### config.mk
export PLATFORM = sky130hd
export DESIGN_NAME = multi_token_bucket_limiter_flat
export DESIGN_NICKNAME = d
export VERILOG_FILES = /design/src/rtl/core/mtbl_pkg.sv /design/src/rtl/core/mtbl_req_if.sv /design/src/rtl/core/mtbl_rsp_if.sv /design/src/rtl/core/mtbl_store.sv /design/src/rtl/core/mtbl_alu.sv /design/src/rtl/core/multi_token_bucket_limiter.sv /design/src/flat_wrapper.sv
export SDC_FILE = /design/constraint.sdc
export NUM_CORES = 2
export LEC_CHECK = 0
export BUFFER_PORTS_ARGS = -buffer_cell sky130_fd_sc_hd__buf_2
export CAP_MARGIN = 5
export CORE_MARGIN = 3
export CORE_UTILIZATION = 40
export DETAILED_ROUTE_END_ITERATION = 10
export PLACE_DENSITY_LB_ADDON = 0.1
export SETUP_SLACK_MARGIN = 0.05
export SLEW_MARGIN = 25
export SYNTH_ARGS = -nofsm -noshare
export SYNTH_HDL_FRONTEND = slang
export SYNTH_SLANG_ARGS = --single-unit
### constraint.sdc
create_clock -name clock -period 10.8 [get_ports clock]
set_input_delay 3.24 -clock clock [delete_from_list [all_inputs] [get_ports clock]]
set_output_delay 3.24 -clock clock [all_outputs]
set_load 0.02 [all_outputs]
### src/rtl/core/mtbl_pkg.sv
`timescale 1ns / 1ps

package mtbl_pkg;

   // Field widths of the channels
   localparam int REQ_W    = 2;
   localparam int TOKEN_W  = 16;
   localparam int SLOT_W   = 6;
   localparam int STATUS_W = 2;

   // Default table depth
   localparam int BUCKETS_DEF = 64;

   // Request codes
   localparam logic [REQ_W-1:0] REQ_CREATE  = 2'd0;
   localparam logic [REQ_W-1:0] REQ_FETCH   = 2'd1;
   localparam logic [REQ_W-1:0] REQ_TICK    = 2'd2;
   localparam logic [REQ_W-1:0] REQ_DESTROY = 2'd3;

   // Response status codes
   localparam logic [STATUS_W-1:0] STATUS_OK      = 2'd0;
   localparam logic [STATUS_W-1:0] STATUS_NOSPACE = 2'd1;
   localparam logic [STATUS_W-1:0] STATUS_INVALID = 2'd2;
   localparam logic [STATUS_W-1:0] STATUS_RETRY   = 2'd3;

   // Sequencer states
   typedef enum logic [2:0] {
      S_CLEAR,
      S_IDLE,
      S_SCAN,
      S_WALK,
      S_FETCH,
      S_OUT
   } state_type;

   // One bucket as held in the table memory
   typedef struct packed {
      logic               valid;
      logic [TOKEN_W-1:0] tokens;
      logic [TOKEN_W-1:0] rate;
      logic [TOKEN_W-1:0] limit;
   } entry_type;

   // Outcome of the shared token unit
   typedef struct packed {
      logic               empty;
      logic [TOKEN_W-1:0] tokens;
      logic [TOKEN_W-1:0] give;
   } alu_res_type;

endpackage

### src/rtl/core/mtbl_req_if.sv
`timescale 1ns / 1ps

interface mtbl_req_if;
   logic                             valid;
   logic                             ready;
   logic [mtbl_pkg::REQ_W-1:0]       req_type;
   logic [mtbl_pkg::TOKEN_W-1:0]     rate_in;
   logic [mtbl_pkg::TOKEN_W-1:0]     limit_in;
   logic [mtbl_pkg::SLOT_W-1:0]      slot_in;
   logic [mtbl_pkg::TOKEN_W-1:0]     amount;

   modport source (
      output valid, req_type, rate_in, limit_in, slot_in, amount,
      input  ready
   );

   modport sink (
      input  valid, req_type, rate_in, limit_in, slot_in, amount,
      output ready
   );
endinterface

### src/rtl/core/mtbl_rsp_if.sv
`timescale 1ns / 1ps

interface mtbl_rsp_if;
   logic                             valid;
   logic                             ready;
   logic [mtbl_pkg::STATUS_W-1:0]    status;
   logic [mtbl_pkg::SLOT_W-1:0]      slot_out;
   logic [mtbl_pkg::TOKEN_W-1:0]     granted;

   modport source (
      output valid, status, slot_out, granted,
      input  ready
   );

   modport sink (
      input  valid, status, slot_out, granted,
      output ready
   );
endinterface

### src/rtl/core/mtbl_store.sv
`timescale 1ns / 1ps

module mtbl_store #(
   parameter int BUCKETS = mtbl_pkg::BUCKETS_DEF,
   localparam int AW     = (BUCKETS > 1) ? $clog2(BUCKETS) : 1
) (
   input  logic                clock,
   input  logic                rd_en,
   input  logic [AW-1:0]       rd_addr,
   output mtbl_pkg::entry_type rd_data,
   input  logic                wr_en,
   input  logic [AW-1:0]       wr_addr,
   input  mtbl_pkg::entry_type wr_data
);

   mtbl_pkg::entry_type mem_ff [BUCKETS];
   mtbl_pkg::entry_type rd_data_ff;

   // Write one bucket
   always_ff @(posedge clock) begin
      if (wr_en) begin
         mem_ff[wr_addr] <= wr_data;
      end
   end

   // Read one bucket, data registered
   always_ff @(posedge clock) begin
      if (rd_en) begin
         rd_data_ff <= mem_ff[rd_addr];
      end
   end

   assign rd_data = rd_data_ff;

endmodule

### src/rtl/core/mtbl_alu.sv
`timescale 1ns / 1ps

module mtbl_alu (
   input  logic                          is_tick,
   input  mtbl_pkg::entry_type           entry,
   input  logic [mtbl_pkg::TOKEN_W-1:0]  amount,
   output mtbl_pkg::alu_res_type         res
);

   logic [mtbl_pkg::TOKEN_W:0]   sum;
   logic [mtbl_pkg::TOKEN_W-1:0] tick_tokens;
   logic [mtbl_pkg::TOKEN_W-1:0] give;

   // Refill: add the rate and clamp at the limit
   always_comb begin
      sum = {1'b0, entry.tokens} + {1'b0, entry.rate};
      if (sum >= {1'b0, entry.limit}) begin
         tick_tokens = entry.limit;
      end else begin
         tick_tokens = sum[mtbl_pkg::TOKEN_W-1:0];
      end
   end

   // Grant the smaller of request and tokens held
   assign give = (amount > entry.tokens) ? entry.tokens : amount;

   always_comb begin
      res.empty  = (entry.tokens == '0);
      res.give   = give;
      res.tokens = is_tick ? tick_tokens : (entry.tokens - give);
   end

endmodule

### src/rtl/core/multi_token_bucket_limiter.sv
`timescale 1ns / 1ps

// Table of BUCKETS token buckets behind a request channel and a response
// channel, both valid/ready; an item moves when valid and ready are high.
// Every request gives exactly one response item (status, slot, grant).
// One request is worked at a time; ready is high only while idle.
// The work per request is shaped by the single read port of the bucket
// memory and the one shared refill/grant unit: a destroy or a rejected
// fetch goes straight to the output stage; a fetch reads its bucket and
// then grants or refuses; a tick walks all buckets, one bucket a cycle;
// a create reads from slot 0 upward until it finds the lowest free slot.
// The response sits in an output register; the next request is accepted
// while it waits. A stalled receiver holds the response, and the next
// result then waits in the sequencer until the output register frees.
// After reset a clearing pass marks all BUCKETS entries free, one a cycle,
// so the first request is taken only once that pass is done.
module multi_token_bucket_limiter #(
   parameter int BUCKETS = mtbl_pkg::BUCKETS_DEF
) (
   input  logic       clock,
   input  logic       reset,
   mtbl_req_if.sink   req_chan,
   mtbl_rsp_if.source rsp_chan
);

   localparam int AW = (BUCKETS > 1) ? $clog2(BUCKETS) : 1;
   localparam int CW = (AW + 1 > mtbl_pkg::SLOT_W + 1) ? AW + 1 : mtbl_pkg::SLOT_W + 1;
   localparam logic [AW-1:0] LAST = AW'(BUCKETS - 1);

   mtbl_pkg::state_type state_ff, state_in;
   logic [AW-1:0]       tag_ff, tag_in;

   logic [mtbl_pkg::TOKEN_W-1:0] req_rate_ff, req_rate_in;
   logic [mtbl_pkg::TOKEN_W-1:0] req_limit_ff, req_limit_in;
   logic [mtbl_pkg::TOKEN_W-1:0] req_amount_ff, req_amount_in;

   logic [mtbl_pkg::STATUS_W-1:0] res_status_ff, res_status_in;
   logic [mtbl_pkg::SLOT_W-1:0]   res_slot_ff, res_slot_in;
   logic [mtbl_pkg::TOKEN_W-1:0]  res_granted_ff, res_granted_in;

   logic                          rsp_valid_ff, rsp_valid_in;
   logic [mtbl_pkg::STATUS_W-1:0] rsp_status_ff, rsp_status_in;
   logic [mtbl_pkg::SLOT_W-1:0]   rsp_slot_ff, rsp_slot_in;
   logic [mtbl_pkg::TOKEN_W-1:0]  rsp_granted_ff, rsp_granted_in;

   logic                  rd_en;
   logic [AW-1:0]         rd_addr;
   mtbl_pkg::entry_type   rd_data;
   logic                  wr_en;
   logic [AW-1:0]         wr_addr;
   mtbl_pkg::entry_type   wr_data;
   mtbl_pkg::alu_res_type alu_res;

   logic          slot_ok;
   logic [AW-1:0] slot_addr;

   mtbl_store #(
      .BUCKETS (BUCKETS)
   ) u_store (
      .clock   (clock),
      .rd_en   (rd_en),
      .rd_addr (rd_addr),
      .rd_data (rd_data),
      .wr_en   (wr_en),
      .wr_addr (wr_addr),
      .wr_data (wr_data)
   );

   mtbl_alu u_alu (
      .is_tick (state_ff == mtbl_pkg::S_WALK),
      .entry   (rd_data),
      .amount  (req_amount_ff),
      .res     (alu_res)
   );

   // Range check of the requested slot
   assign slot_ok   = CW'(req_chan.slot_in) < CW'(BUCKETS);
   assign slot_addr = AW'(req_chan.slot_in);

   // Control registers
   always_ff @(posedge clock) begin
      if (reset) begin
         state_ff     <= mtbl_pkg::S_CLEAR;
         tag_ff       <= '0;
         rsp_valid_ff <= 1'b0;
      end else begin
         state_ff     <= state_in;
         tag_ff       <= tag_in;
         rsp_valid_ff <= rsp_valid_in;
      end
   end

   // Payload registers
   always_ff @(posedge clock) begin
      req_rate_ff    <= req_rate_in;
      req_limit_ff   <= req_limit_in;
      req_amount_ff  <= req_amount_in;
      res_status_ff  <= res_status_in;
      res_slot_ff    <= res_slot_in;
      res_granted_ff <= res_granted_in;
      rsp_status_ff  <= rsp_status_in;
      rsp_slot_ff    <= rsp_slot_in;
      rsp_granted_ff <= rsp_granted_in;
   end

   // Sequencer: next state, memory access and results
   always_comb begin
      state_in       = state_ff;
      tag_in         = tag_ff;
      req_rate_in    = req_rate_ff;
      req_limit_in   = req_limit_ff;
      req_amount_in  = req_amount_ff;
      res_status_in  = res_status_ff;
      res_slot_in    = res_slot_ff;
      res_granted_in = res_granted_ff;
      rsp_valid_in   = rsp_valid_ff && !rsp_chan.ready;
      rsp_status_in  = rsp_status_ff;
      rsp_slot_in    = rsp_slot_ff;
      rsp_granted_in = rsp_granted_ff;
      req_chan.ready = 1'b0;
      rd_en          = 1'b0;
      rd_addr        = AW'(tag_ff + 1'b1);
      wr_en          = 1'b0;
      wr_addr        = tag_ff;
      wr_data        = '{valid:  1'b0,
                         tokens: alu_res.tokens,
                         rate:   rd_data.rate,
                         limit:  rd_data.limit};

      case (state_ff)
         // Mark every entry free after reset
         mtbl_pkg::S_CLEAR: begin
            wr_en = 1'b1;
            if (tag_ff == LAST) begin
               tag_in   = '0;
               state_in = mtbl_pkg::S_IDLE;
            end else begin
               tag_in = AW'(tag_ff + 1'b1);
            end
         end

         // Take an item and start its work
         mtbl_pkg::S_IDLE: begin
            req_chan.ready = 1'b1;
            if (req_chan.valid) begin
               req_rate_in   = req_chan.rate_in;
               req_limit_in  = req_chan.limit_in;
               req_amount_in = req_chan.amount;
               case (req_chan.req_type)
                  mtbl_pkg::REQ_CREATE: begin
                     rd_en    = 1'b1;
                     rd_addr  = '0;
                     tag_in   = '0;
                     state_in = mtbl_pkg::S_SCAN;
                  end
                  mtbl_pkg::REQ_TICK: begin
                     rd_en    = 1'b1;
                     rd_addr  = '0;
                     tag_in   = '0;
                     state_in = mtbl_pkg::S_WALK;
                  end
                  mtbl_pkg::REQ_FETCH: begin
                     if (!slot_ok || req_chan.amount == '0) begin
                        res_status_in  = mtbl_pkg::STATUS_INVALID;
                        res_slot_in    = '0;
                        res_granted_in = '0;
                        state_in       = mtbl_pkg::S_OUT;
                     end else begin
                        rd_en    = 1'b1;
                        rd_addr  = slot_addr;
                        tag_in   = slot_addr;
                        state_in = mtbl_pkg::S_FETCH;
                     end
                  end
                  mtbl_pkg::REQ_DESTROY: begin
                     if (!slot_ok) begin
                        res_status_in = mtbl_pkg::STATUS_INVALID;
                     end else begin
                        wr_en         = 1'b1;
                        wr_addr       = slot_addr;
                        res_status_in = mtbl_pkg::STATUS_OK;
                     end
                     res_slot_in    = '0;
                     res_granted_in = '0;
                     state_in       = mtbl_pkg::S_OUT;
                  end
                  default: begin
                     state_in = mtbl_pkg::S_IDLE;
                  end
               endcase
            end
         end

         // Look for the lowest free slot, one entry a cycle
         mtbl_pkg::S_SCAN: begin
            if (!rd_data.valid) begin
               wr_en          = 1'b1;
               wr_data        = '{valid:  1'b1,
                                  tokens: '0,
                                  rate:   req_rate_ff,
                                  limit:  req_limit_ff};
               res_status_in  = mtbl_pkg::STATUS_OK;
               res_slot_in    = mtbl_pkg::SLOT_W'(tag_ff);
               res_granted_in = '0;
               state_in       = mtbl_pkg::S_OUT;
            end else if (tag_ff == LAST) begin
               res_status_in  = mtbl_pkg::STATUS_NOSPACE;
               res_slot_in    = '0;
               res_granted_in = '0;
               state_in       = mtbl_pkg::S_OUT;
            end else begin
               rd_en  = 1'b1;
               tag_in = AW'(tag_ff + 1'b1);
            end
         end

         // Refill every valid bucket through the shared unit
         mtbl_pkg::S_WALK: begin
            wr_en         = rd_data.valid;
            wr_data.valid = 1'b1;
            if (tag_ff == LAST) begin
               res_status_in  = mtbl_pkg::STATUS_OK;
               res_slot_in    = '0;
               res_granted_in = '0;
               state_in       = mtbl_pkg::S_OUT;
            end else begin
               rd_en  = 1'b1;
               tag_in = AW'(tag_ff + 1'b1);
            end
         end

         // Grant from the addressed bucket
         mtbl_pkg::S_FETCH: begin
            res_slot_in    = '0;
            res_granted_in = '0;
            if (!rd_data.valid) begin
               res_status_in = mtbl_pkg::STATUS_INVALID;
            end else if (alu_res.empty) begin
               res_status_in = mtbl_pkg::STATUS_RETRY;
            end else begin
               wr_en          = 1'b1;
               wr_data.valid  = 1'b1;
               res_status_in  = mtbl_pkg::STATUS_OK;
               res_granted_in = alu_res.give;
            end
            state_in = mtbl_pkg::S_OUT;
         end

         // Hand the result to the output register once it is free
         mtbl_pkg::S_OUT: begin
            if (!rsp_valid_ff || rsp_chan.ready) begin
               rsp_valid_in   = 1'b1;
               rsp_status_in  = res_status_ff;
               rsp_slot_in    = res_slot_ff;
               rsp_granted_in = res_granted_ff;
               state_in       = mtbl_pkg::S_IDLE;
            end
         end

         default: begin
            state_in = mtbl_pkg::S_IDLE;
         end
      endcase
   end

   assign rsp_chan.valid    = rsp_valid_ff;
   assign rsp_chan.status   = rsp_status_ff;
   assign rsp_chan.slot_out = rsp_slot_ff;
   assign rsp_chan.granted  = rsp_granted_ff;

endmodule
### src/flat_wrapper.sv
// flat-port wrapper written by rule: the top's interface ports become plain ports
module multi_token_bucket_limiter_flat 
#(
   parameter int BUCKETS = mtbl_pkg::BUCKETS_DEF
)
  (clock, reset, req_chan_valid, req_chan_req_type, req_chan_rate_in, req_chan_limit_in, req_chan_slot_in, req_chan_amount, req_chan_ready, rsp_chan_valid, rsp_chan_status, rsp_chan_slot_out, rsp_chan_granted, rsp_chan_ready);
  mtbl_req_if req_chan_i ();
  mtbl_rsp_if rsp_chan_i ();
  input  logic clock;
  input  logic reset;
  input wire logic [$bits(req_chan_i.valid)-1:0] req_chan_valid;
  input wire logic [$bits(req_chan_i.req_type)-1:0] req_chan_req_type;
  input wire logic [$bits(req_chan_i.rate_in)-1:0] req_chan_rate_in;
  input wire logic [$bits(req_chan_i.limit_in)-1:0] req_chan_limit_in;
  input wire logic [$bits(req_chan_i.slot_in)-1:0] req_chan_slot_in;
  input wire logic [$bits(req_chan_i.amount)-1:0] req_chan_amount;
  output wire logic [$bits(req_chan_i.ready)-1:0] req_chan_ready;
  output wire logic [$bits(rsp_chan_i.valid)-1:0] rsp_chan_valid;
  output wire logic [$bits(rsp_chan_i.status)-1:0] rsp_chan_status;
  output wire logic [$bits(rsp_chan_i.slot_out)-1:0] rsp_chan_slot_out;
  output wire logic [$bits(rsp_chan_i.granted)-1:0] rsp_chan_granted;
  input wire logic [$bits(rsp_chan_i.ready)-1:0] rsp_chan_ready;
  assign req_chan_i.valid = req_chan_valid;
  assign req_chan_i.req_type = req_chan_req_type;
  assign req_chan_i.rate_in = req_chan_rate_in;
  assign req_chan_i.limit_in = req_chan_limit_in;
  assign req_chan_i.slot_in = req_chan_slot_in;
  assign req_chan_i.amount = req_chan_amount;
  assign req_chan_ready = req_chan_i.ready;
  assign rsp_chan_valid = rsp_chan_i.valid;
  assign rsp_chan_status = rsp_chan_i.status;
  assign rsp_chan_slot_out = rsp_chan_i.slot_out;
  assign rsp_chan_granted = rsp_chan_i.granted;
  assign rsp_chan_i.ready = rsp_chan_ready;
  multi_token_bucket_limiter #(.BUCKETS(BUCKETS)) u_core (.clock(clock), .reset(reset), .req_chan(req_chan_i), .rsp_chan(rsp_chan_i));
endmodule
Yosys cells after proc, flatten, opt, wreduce, memory -nomap -nowiden --
Memories as Yosys holds them, arrays and structs flattened. A register that Yosys moved wholly into a read port is not among the register bits. Cells that the tools add are included.
Word-level totals: word-level logic and storage cells 122, register bits 106, RAM bits 3136, memories kept 1
Operators by class: multiplexer cells 68, order comparisons 2, equality and inequality tests 19, $add $sub $neg 3, reductions and logical operators 17
Memory list:
- u_core.u_store.mem_ff | depth 64, width 49, read ports 1, clocked after memory_dff 1, wr ports 1, line mtbl_store.sv:16 | mtbl_pkg::entry_type mem_ff [BUCKETS];
Operators with widths (number):
- 16-bit two-way mux | 9
- 6-bit two-way mux | 15
- 16-bit case mux with 4 select lines | 1
- 49-bit two-way mux | 1
- 48-bit two-way mux | 1
- 6-bit case mux with 4 select lines | 2
- 6-bit case mux with 2 select lines | 3
- 16-bit logical NOT | 2
- 16-bit case mux with 2 select lines | 1
- 3-bit case mux with 6 select lines | 1
- 16-bit by 16-bit adder with 17-bit output | 1
- 17-bit by 16-bit greater-or-equal comparator with 1-bit output | 1
- 16-bit > comparator | 1
- 16-bit subtractor | 1
- 1-bit two-way mux | 15
- 3-bit two-way mux | 5
- 2-bit two-way mux | 7
- 3-bit case mux with 4 select lines | 1
- 3-bit by 2-bit != test with 1-bit output (second input constant) | 3
- 2-bit case mux with 4 select lines | 1
- 4-bit nonzero test | 2
- 6-bit by 1-bit adder with 6-bit output (second input constant) | 1
- 3-bit by 2-bit equality test with 1-bit output (second input constant) | 2
- 3-bit equality test (second input constant) | 2
- 22 further kinds | 30

Logic depth before layout (Yosys ltp) --
depth after elaboration 6, gate-level depth with buffers 22, depth with buffers taken out 21

Cells and area by module --
A second synthesis with hierarchy kept.
Unflattened totals: cells, all modules 6036, area, all modules 128034.0 sq um
Modules (own cells, without submodules):
- mtbl_store | cells an instance 5282, times used 1, area an instance 120460.5 sq um
- multi_token_bucket_limiter | cells an instance 323, times used 1, area an instance 4675.7 sq um
- mtbl_alu | cells an instance 431, times used 1, area an instance 2897.8 sq um

Least setup slack after synthesis --
OpenSTA, ideal clock, no wires.
path type input port to flip-flop, from in req_chan_valid, to mem u_core.u_store.mem_ff[0][0] in the netlist's numbering (enable), path slack 2.859 ns, stages on the path 10, data arrival time 7.485 ns, buffers on the path 3, cell sequence nand4bb_1 > inv_1 > buf_4 > and3_1 > clkbuf_1 > clkbuf_1 > mux2i_1 > nor2b_1 > nand2_1 > nor2_1
On the way: word-level cells in the longest chain between the ends 4, elaborated cells between the ends (all ways) 6, those cells by class mux: 6
RTL lines:
- from (decl) | line flat_wrapper.sv:11 | input wire logic [$bits(req_chan_i.valid)-1:0] req_chan_valid;
- 1-bit two-way mux | line multi_token_bucket_limiter.sv:145 | if (req_chan.valid) begin
- 1-bit case mux with 5 select lines | line multi_token_bucket_limiter.sv:130 | case (state_ff)
- 1-bit two-way mux | line mtbl_store.sv:21 | if (wr_en) begin
- 1-bit two-way mux (not written as such) | line mtbl_store.sv:22 | mem_ff[wr_addr] <= wr_data;
- to (decl) | line mtbl_store.sv:16
Several ways; a longest one is shown, not always the timed one.

Worst setup path in the final report --
from in req_chan_valid, to mem u_core.u_store.mem_ff[49][30] in the netlist's numbering (enable)
Same word-level chain as after synthesis.

==> metrics.txt <==
# TYPE chip_impl_metric gauge
chip_impl_metric{name="totalNegativeSetupSlack",unit="ns"} 0
chip_impl_metric{name="cts.clk_slew.worst_paths",unit="ns"} 0.06
chip_impl_metric{name="yosysWarnings",unit=""} 0
chip_impl_metric{name="clock-sinks",unit=""} 3291
chip_impl_metric{name="fill_cells",unit=""} 28400
chip_impl_info{name="root_buffer",value="sky130_fd_sc_hd__clkbuf_16"} 1
chip_impl_info{name="tritoncts_clock_tree",value="yes"} 1
chip_impl_metric{name="tritoncts_buffers",unit=""} 360
chip_impl_metric{name="maxSlewViolCount",unit=""} 0
chip_impl_metric{name="synth-async-reset-ratio",unit="%"} 0
chip_impl_metric{name="power.share.combinational",unit="%"} 7.9
chip_impl_metric{name="place.port_buffers",unit=""} 85
chip_impl_metric{name="setup-violations-final",unit=""} 0
chip_impl_metric{name="synth_largest_type_area_fraction",unit="%"} 75.8
chip_impl_info{name="path_class",value="input pin to register"} 1
chip_impl_info{name="synth_flop_cell",value="sky130_fd_sc_hd__edfxtp_1"} 1
chip_impl_metric{name="layout.area.seq",unit="mm2"} 0.0987
chip_impl_metric{name="multiInputGateArea",unit="mm2"} 0.0299
chip_impl_metric{name="postSynthRegisterBits",unit=""} 3291
chip_impl_metric{name="critPathArrivalTime",unit="ns"} 8.45
chip_impl_metric{name="cts_hold_repair.buffers",unit=""} 0
chip_impl_metric{name="grt_pass1_wl",unit="mm"} 669
chip_impl_metric{name="whs",unit="ns"} 0.420
chip_impl_metric{name="core_area",unit="mm2"} 0.322
chip_impl_metric{name="initialDrtViolationCount",unit=""} 12100
chip_impl_metric{name="grt_use_total",unit="%"} 28.9
chip_impl_metric{name="power_consumption",unit="uW"} 28200
chip_impl_metric{name="layout_worst_path_cycle_share",unit="%"} 73.4
chip_impl_info{name="worst_setup_path_end_kind",value="register"} 1
chip_impl_metric{name="max_rail_drop_vdd",unit="mV"} 0.133
chip_impl_metric{name="global_route.overflow_total",unit=""} 0
chip_impl_metric{name="post-cts-setup-buffers",unit=""} 0
chip_impl_metric{name="final_layout_size_suffix_gt1_share",unit="%"} 10.9
chip_impl_metric{name="detailed_place.area",unit="mm2"} 0.138
chip_impl_metric{name="place.detailed.hpwl",unit="mm"} 271
chip_impl_metric{name="floorplan.initialDensity",unit="%"} 40.4
chip_impl_metric{name="net-switching-power",unit="uW"} 6800
chip_impl_info{name="dominant_cell_by_count_in_the_synthesized_netlist",value="sky130_fd_sc_hd__edfxtp_1"} 1
chip_impl_metric{name="area_delta_synth_final",unit="%"} 14.6
chip_impl_metric{name="avg_synthesized_cell_area",unit="um2"} 14.1
chip_impl_metric{name="maxCapViolations",unit=""} 0
chip_impl_metric{name="number_of_synthesized_flops_with_an_enable_pin",unit=""} 3281
chip_impl_metric{name="mean_number_of_vias_per_cell",unit=""} 6.03
chip_impl_info{name="unrepaired_setup_endpoints_after_global_routing",value="no"} 1
chip_impl_metric{name="switching_share",unit="%"} 24.1
chip_impl_metric{name="static-leakage-power",unit="uW"} 0.0498
chip_impl_metric{name="pwr-share-seq",unit="%"} 49.5
chip_impl_info{name="hold_path_class",value="register to register"} 1
chip_impl_metric{name="postRouteWirelength",unit="mm"} 492
chip_impl_metric{name="boundaryPins",unit=""} 86
chip_impl_metric{name="wl_per_cell",unit="um"} 35.2
chip_impl_metric{name="dieArea",unit="mm2"} 0.332
chip_impl_metric{name="relSlewSlack",unit="%"} 23.5
chip_impl_metric{name="mappedNetlistNets",unit=""} 9345
chip_impl_metric{name="crit_fanout",unit=""} 41
chip_impl_metric{name="chipWidth",unit="um"} 576
chip_impl_info{name="most_area_hungry_cell_type_in_the_yosys_netlist",value="sky130_fd_sc_hd__edfxtp_1"} 1
chip_impl_metric{name="synth-seq-area-share",unit="%"} 75.9
chip_impl_metric{name="syn_area",unit="mm2"} 0.130
chip_impl_metric{name="post_cts.resized_instances",unit=""} 0
chip_impl_metric{name="floorplan.rows",unit=""} 208
chip_impl_metric{name="clk_path_buf_depth",unit=""} 4
chip_impl_metric{name="finalClockSkew",unit="ns"} 0.0632
chip_impl_metric{name="pin_count_of_the_biggest_net_entering_global_routing",unit=""} 143
chip_impl_info{name="netlist_top_cells_count",value="sky130_fd_sc_hd__edfxtp_1 (3281), sky130_fd_sc_hd__nand2_1 (2159), sky130_fd_sc_hd__nand3_1 (868)"} 1
chip_impl_metric{name="hold_violations",unit=""} 0
chip_impl_metric{name="htree_levels",unit=""} 5
chip_impl_metric{name="post_layout_nonfiller_instances",unit=""} 14000
chip_impl_metric{name="power.density_cell_area",unit="mW/mm2"} 189
chip_impl_metric{name="yosys.cell_types.count",unit=""} 74
chip_impl_metric{name="setup.reg_to_reg.worst_slack",unit="ns"} 4.25
chip_impl_info{name="most_area_consuming_cells_after_synthesis",value="sky130_fd_sc_hd__edfxtp_1 (76%), sky130_fd_sc_hd__nand2_1 (6.2%), sky130_fd_sc_hd__mux2i_1 (3.5%), sky130_fd_sc_hd__nand3_1 (3.3%), sky130_fd_sc_hd__a21oi_1 (1.7%)"} 1
chip_impl_metric{name="via_count",unit=""} 84400
chip_impl_metric{name="timing.fmax",unit="MHz"} 126
chip_impl_metric{name="stdcell_area",unit="mm2"} 0.149
chip_impl_metric{name="postRouteAntennaNets",unit=""} 0
chip_impl_metric{name="antenna_found_initial",unit=""} 34
chip_impl_metric{name="crit_required",unit="ns"} 11.33
chip_impl_metric{name="final_net_count",unit=""} 9525
chip_impl_metric{name="p_int",unit="uW"} 21400
chip_impl_metric{name="clkLatencyLatePin",unit="ns"} 0.94
chip_impl_metric{name="drcViolationCount",unit=""} 0
chip_impl_metric{name="dp.cells",unit=""} 13300
chip_impl_info{name="critPathLaunchType",value="input pin"} 1
chip_impl_metric{name="fin_crit",unit="ns"} 7.92
chip_impl_metric{name="clock_share_of_power",unit="%"} 42.6
chip_impl_metric{name="place_congestion",unit=""} 0.854
chip_impl_info{name="status",value="finished clean"} 1
chip_impl_metric{name="fp.dieH",unit="um"} 576
chip_impl_metric{name="worst_slew_pin_slew",unit="ns"} 1.15
chip_impl_metric{name="drt_pass1_iterations",unit=""} 8
chip_impl_metric{name="vias_in_the_first_global_route",unit=""} 79000
chip_impl_metric{name="synth_cells",unit=""} 9218
[cells in the final DEF, fill, tap and decap left out, drive strengths merged, types with 10 or more instances in the layout]
master / instances
a2111oi: 23
a211oi: 88
a21o: 13
a21oi: 450
a22oi: 56
a311oi: 23
a31oi: 135
a32oi: 46
and3: 103
and4: 11
buf: 387
bufinv: 26
clkbuf: 436
clkinv: 164
dfxtp: 10
edfxtp: 3281
ha: 65
inv: 55
mux2i: 459
nand2: 2159
nand3: 868
nand4: 58
nor2: 172
nor2b: 14
nor3: 14
nor4: 111
o21a: 10
o21ai: 71
o221ai: 28
o22ai: 189
o31ai: 12
or3: 13
xnor2: 20
[cell type report]
class / count / share of cell area, %
flip-flops and latches: 3291 / 66.2
clock buffers: 436 / 6.35
multi-input cells: 5315 / 20.1
diodes: 9 / 0.0151
inverters: 43 / 0.109
clock inverters: 211 / 1.24
repair buffers: 387 / 2.32
well taps: 4305 / 3.61
[power by group through the flow]
stage | combinational (uW) | clock (uW) | sequential [uW]
floorplan | 1270 | 0 | 14200
global placement | 2180 | 0 | 14200
detailed placement | 2190 | 0 | 14200
CTS | 2190 | 12100 | 13900
global route | 2340 | 12600 | 13900
finish | 2220 | 12000 | 13900
[cell families (layout without fill, tap and decap cells)]
kind of cell | Yosys count | after routing | synth area share [%]
XOR/XNOR | 28 | 28 | 0.189
multiplexers | 464 | 464 | 3.58
flip-flops | 3291 | 3291 | 75.9
AO/OA/AOI/OAI | 1198 | 1198 | 5.79
other | 0 | 9 | 0
adder cells (fa/ha/maj) | 67 | 67 | 0.656
buffers and inverters | 612 | 1077 | 1.98
AND/OR/NAND/NOR | 3558 | 3558 | 11.9
[registers in the layout, summed over array words and instances, names as in the netlist]
name,count
u_core.req_amount_ff,16
u_core.req_limit_ff,16
u_core.req_rate_ff,16
u_core.res_granted_ff,16
u_core.res_slot_ff,6
u_core.res_status_ff,2
u_core.rsp_chan.granted,16
u_core.rsp_chan.slot_out,6
u_core.rsp_chan.status,2
u_core.rsp_chan.valid,1
u_core.state_ff,3
u_core.tag_ff,6
u_core.u_store.mem_ff,3136
u_core.u_store.rd_data,49
[worst max-delay path: stages]
cell and delay (ns):
sky130_fd_sc_hd__buf_2 0.13, sky130_fd_sc_hd__nand4bb_1 0.32, sky130_fd_sc_hd__clkinv_2 0.42, sky130_fd_sc_hd__buf_4 0.62, sky130_fd_sc_hd__and3_1 0.61, sky130_fd_sc_hd__mux2i_1 0.52, sky130_fd_sc_hd__nand3b_1 0.72, sky130_fd_sc_hd__nor2_4 0.94
sky130_fd_sc_hd__buf_4 0.81
[final timing paths]
path,from,end,depth (start not counted)
worst max-delay path,req_chan_valid,u_core.u_store.mem_ff[49][30]$_DFFE_PP_,9
worst min-delay path,u_core.res_status_ff[1]$_DFFE_PP_,u_core.rsp_chan.status[1]$_DFFE_PP_,0
worst max register to register,u_core.u_store.rd_data[33]$_DFFE_PP_,u_core.u_store.mem_ff[43][47]$_DFFE_PP_,22
worst min register to register,u_core.res_status_ff[1]$_DFFE_PP_,u_core.rsp_chan.status[1]$_DFFE_PP_,0
[routing by layer]
| metal | vias up | GRT usage (%) | part of all wire (%) | wire (um) |
|---|---|---|---|---|
| met2 | 4518 | 45.0 | 46 | 225000 |
| met1 | 44000 | 41.4 | 42 | 204000 |
| met4 | 8 | 9.19 | 3.5 | 17200 |
| met3 | 807 | 4.98 | 9.3 | 46000 |
| met5 | - | 0 | 0.0087 | 43 |
| li1 | 35100 | - | - | - |
[metrics by stage]
stage | util [%] | worst slack (ns)
after floorplan | - | 2.86
final | 46.3 | 2.88
after detailed placement | 42.7 | 2.05
after global routing | 46.2 | 2.69
after global placement | 42.7 | 2.16
after CTS | 46.2 | 3.01
Power figures use the tool's default switching activity.
